## config.mk

```make
export PLATFORM = sky130hd
export DESIGN_NAME = vpu_divstep
export DESIGN_NICKNAME = d
export VERILOG_FILES = /design/src/sv/vpu_pkg.sv /design/src/sv/vpu_divstep.sv
export SDC_FILE = /design/constraint.sdc
export NUM_CORES = 1
export LEC_CHECK = 0
export BUFFER_PORTS_ARGS = -buffer_cell sky130_fd_sc_hd__buf_2
export CAP_MARGIN = 20
export CORE_MARGIN = 2
export CORE_UTILIZATION = 35
export DETAILED_ROUTE_END_ITERATION = 7
export MAX_ROUTING_LAYER = met4
export PLACE_DENSITY = 0.67
export REMOVE_ABC_BUFFERS = 1
export SLEW_MARGIN = 5
export SYNTH_ARGS = -nofsm -noshare
export SYNTH_HDL_FRONTEND = slang
export SYNTH_SLANG_ARGS = --single-unit
```

## constraint.sdc

```tcl
create_clock -name vclk -period 3.5
set_input_delay 0.175 -clock vclk [all_inputs]
set_output_delay 0.175 -clock vclk [all_outputs]
set_load 0.01 [all_outputs]
```

## src/sv/vpu_pkg.sv

```systemverilog
`timescale 1ns / 1ps
// ----------------------------------------------------------------------------
// vpu_pkg
// Shared constants and types for the vertex project / unproject pipeline.
// ----------------------------------------------------------------------------
package vpu_pkg;

	localparam int FRAC_BITS = 16;
	localparam int NUM_REGS  = 8;
	localparam int IDX_W     = 3;
	// width of a matrix row sum: three 64-bit products plus a column term
	localparam int SUM_W     = 68;
	// quotient bits kept by the divide pipeline
	localparam int DIV_STEPS = 32 + FRAC_BITS + 1;

	typedef enum logic [1:0] {
		REQ_PERSP_PROJ   = 2'd0,
		REQ_ORTHO_PROJ   = 2'd1,
		REQ_PERSP_UNPROJ = 2'd2,
		REQ_ORTHO_UNPROJ = 2'd3
	} req_t;

	typedef struct packed {
		logic persp;
		logic unproj;
	} mode_t;

	function automatic logic signed [31:0] sat32(input logic signed [SUM_W+1:0] v);
		logic signed [SUM_W+1:0] hi;
		logic signed [SUM_W+1:0] lo;
		hi = (SUM_W+2)'(signed'(32'sh7fffffff));
		lo = (SUM_W+2)'(signed'(32'sh80000000));
		if (v > hi) return 32'sh7fffffff;
		if (v < lo) return 32'sh80000000;
		return v[31:0];
	endfunction

endpackage

```

## src/sv/vpu_divstep.sv

```systemverilog
`timescale 1ns / 1ps
// ----------------------------------------------------------------------------
// vpu_divstep
// One restoring divide step: shift in a numerator bit, compare, subtract.
// ----------------------------------------------------------------------------
module vpu_divstep (
	input  logic [vpu_pkg::SUM_W-1:0] rem,
	input  logic                      nbit,
	input  logic [vpu_pkg::SUM_W-1:0] den,
	output logic [vpu_pkg::SUM_W-1:0] rem_nx,
	output logic                      qbit
);
	logic [vpu_pkg::SUM_W:0] trial;
	always_comb begin
		trial  = {rem, nbit};
		qbit   = trial >= {1'b0, den};
		rem_nx = qbit ? vpu_pkg::SUM_W'(trial - {1'b0, den})
			: vpu_pkg::SUM_W'(trial);
	end
endmodule

```

==> impl_metrics.toml <==
[placed_design]
place.port_buffers = 206
dpl.hpwl_um = 15700
place_congestion = 0.972

[logic_synthesis]
yosysTopAreaCellShare_pct = 16.4
yosys_warnings = 0
netlist_top_cells_area = "ha_1 (16%), o21ai_0 (9.5%), nand2_1 (9.2%)"
ys_types = 61
syn_inst = 853
syn_area_um2 = 5200
netlist.top_cell.by_area = "ha_1"
synth.yosys.seq_area_share_pct = 0
avgSynthCellArea_um2 = 6.10

[power_and_ir_drop]
finalPower_mw = 1.37
power_density_nw_per_um2 = 208
power_frac_clock_pct = 0
power.leakage_nw = 3.32
power_switching_mw = 0.786
switching_share_pct = 57.5
power.internal_mw = 0.581
sequentialPowerShare_pct = 0
vdd_ir_drop_max_mv = 0.0873
p_comb_share_pct = 100.0

[routing]
wl_per_cell_um = 14.6
drc = 0
vias = 6675
avgViaCountPerCell = 5.43
firstDrtPassIters = 5
ant_nets = 0
initialDrtViolationCount = 282
routed_wl_um = 17900

[timing]
fin_crit_ps = 3350
whs_ps = 657
drv_slew = 0
setup_tns_ps = 0
finalHoldViolCount = 0
slew_headroom_pct = 66.8
setup_viol = 0
fin_crit_sh_pct = 95.7
tightest_slew_ps = 494
fmax_mhz = 299
rsz0062_at_grt = "yes"

[final_layout]
finish.net_count = 1254
seq_cell_count = 0
seqCellArea_um2 = 0
clkbuf_count = 0
num_antenna_cells = 0
areaGrowthSynthToFinish_pct = 26.0
post-route-util_pct = 45.1
drive_above_1_share_pct = 24.3
n_fill_cell = 1593
multi_input_area_um2 = 4690

[critical_path]
endpoint_kind = "output pin"
crit_path_max_fanout = 9
crit_start = "den[1]"
crit_arrival_ps = 3170
cpPeakStageDelay_ps = 330
worst_setup_path_start_kind = "primary input"
slowest_stage = "o31a_1"
crit_type = "primary input to output pin"
required_ps = 3320
worstPathCellList = "buf_2 -> inv_1 -> ha_1 -> nor2b_1 -> o31a_1 -> o31a_1 -> o2111ai_2 -> nand2_2 -> a211oi_4 -> a21oi_2 -> a31oi_4 -> inv_4 -> and4b_1 -> nor3_1 -> buf_4 -> buf_2"
crit_end = "rem_nx[66]"

[floorplanning]
die_y_um = 126
core_region_area_um2 = 14500
ios = 206
row_count = 44
start_util_pct = 35.8
die_x_um = 126
die-area_um2 = 15900

[status]
outcome = "finished clean"

[grt]
grt_pass1_vias = 6115
overflow = 0
grt_max_degree = 67
antenna_found_initial = 0
grt_pass1_wl_um = 28700
grt_use_total_pct = 21.6

[worst_hold_path]
min_from = "rem[52]"
min_path_type = "primary input to output pin"

[job]
max_cap_viol_count = 0

[clock_tree]
hold_buffers = 0
## timing repair
item                                    CTS  global route
resized for setup                         0            12
pin swaps                                 1             1
endpoints found under the setup margin    2            26
buffers inserted                          1             0
## layer usage
metal  GRT usage [%]  part of all wire, %  vias to the layer above  routed length [µm]
li1                -                    -                     3436                   -
met1            29.9                   47                     3005                8460
met2            35.5                   46                      216                8180
met3            1.10                  5.6                       18                 995
met4            3.75                  1.6                        0                 287
met5               -                    0                        -                   0
## worst min-delay path by stage
stage                 end  cells past startpoint
6_report       rem_nx[53]                      4
5_1_grt        rem_nx[22]                      4
4_1_cts        rem_nx[14]                      4
3_5_place_dp   rem_nx[14]                      4
3_3_place_gp   rem_nx[20]                      4
2_1_floorplan  rem_nx[59]                      2
## cell usage after synthesis (all sizes together), types with 6 or more instances
library cell	instances
a21oi	95
nand2b	9
o21a	11
nand4	21
nor2	34
a31oi	9
a211oi	12
o21ai	105
xor2	20
ha	68
nand3	21
a21o	24
nor4	6
o21bai	13
nor3	20
o31ai	7
nand2	127
and3	7
xnor2	35
buf	16
or2	6
inv	92
clkbuf	26
## critical path: cells and delay by family
| kind | cells | cell delay [ps] |
|---|---|---|
| AOI/OAI and AO/OA | 6 | 1540 |
| and+or+nand+nor | 4 | 650 |
| buffers and inverters | 5 | 530 |
| adders and majority gates | 1 | 290 |
## layout by cell type (no fill, tap or decap), types with 3 or more instances in the layout
cell type and count:
buf_4 25, and4_1 5, nand3_1 21, o21a_1 11
nand2b_1 9, nand4_1 21, or2_2 6, buf_12 3
nor3_1 19, and2_1 3, a21boi_0 5, nor2_1 34
o21bai_1 13, o221ai_1 5, o31a_1 4, xor2_1 20
o211a_1 3, a21o_1 24, a21oi_1 94, ha_1 67
o21ai_1 9, a31oi_1 8, nor4_1 6, a211o_1 5
o31ai_1 7, a211oi_1 10, nand2_1 126, xnor2_1 35
and3_1 7, inv_1 91, o211ai_1 4, nor2b_1 5
buf_2 206, o21ai_0 96
## through the flow
stage | instances | area [µm²] | worst slack, ps
finish | 1230 | 6560 | 151
global route | 1230 | 6560 | -9.25
CTS | 1230 | 6510 | 50.3
detailed placement | 1229 | 6510 | -89.0
global placement | 1229 | 6510 | -32.3
floorplan | 811 | 5000 | -1070
## cells by family (layout without fill, tap and decap cells)
| logic type | after synthesis | in the layout | synth area share [%] |
|---|---|---|---|
| compound gates | 319 | 319 | 38.1 |
| xor+xnor | 55 | 55 | 9.26 |
| fa+ha+maj | 69 | 69 | 16.7 |
| buf+inv | 134 | 327 | 10.6 |
| mux | 3 | 3 | 0.673 |
| simple gates | 273 | 273 | 24.7 |
## power groups by stage
stage | combinational [mW] | clock [mW] | sequential (mW)
after floorplan | 0.862 | 0 | 0
after detailed placement | 1.35 | 0 | 0
final | 1.37 | 0 | 0
after global placement | 1.35 | 0 | 0
after CTS | 1.36 | 0 | 0
after global routing | 1.52 | 0 | 0
## cell type report
cell class / count / area share [%]
inverters: 92 / 5.31
multi-input cells: 719 / 71.5
well taps: 184 / 3.51
repair buffers: 235 / 19.7
Note: power is estimated with default switching activity, not from simulation.
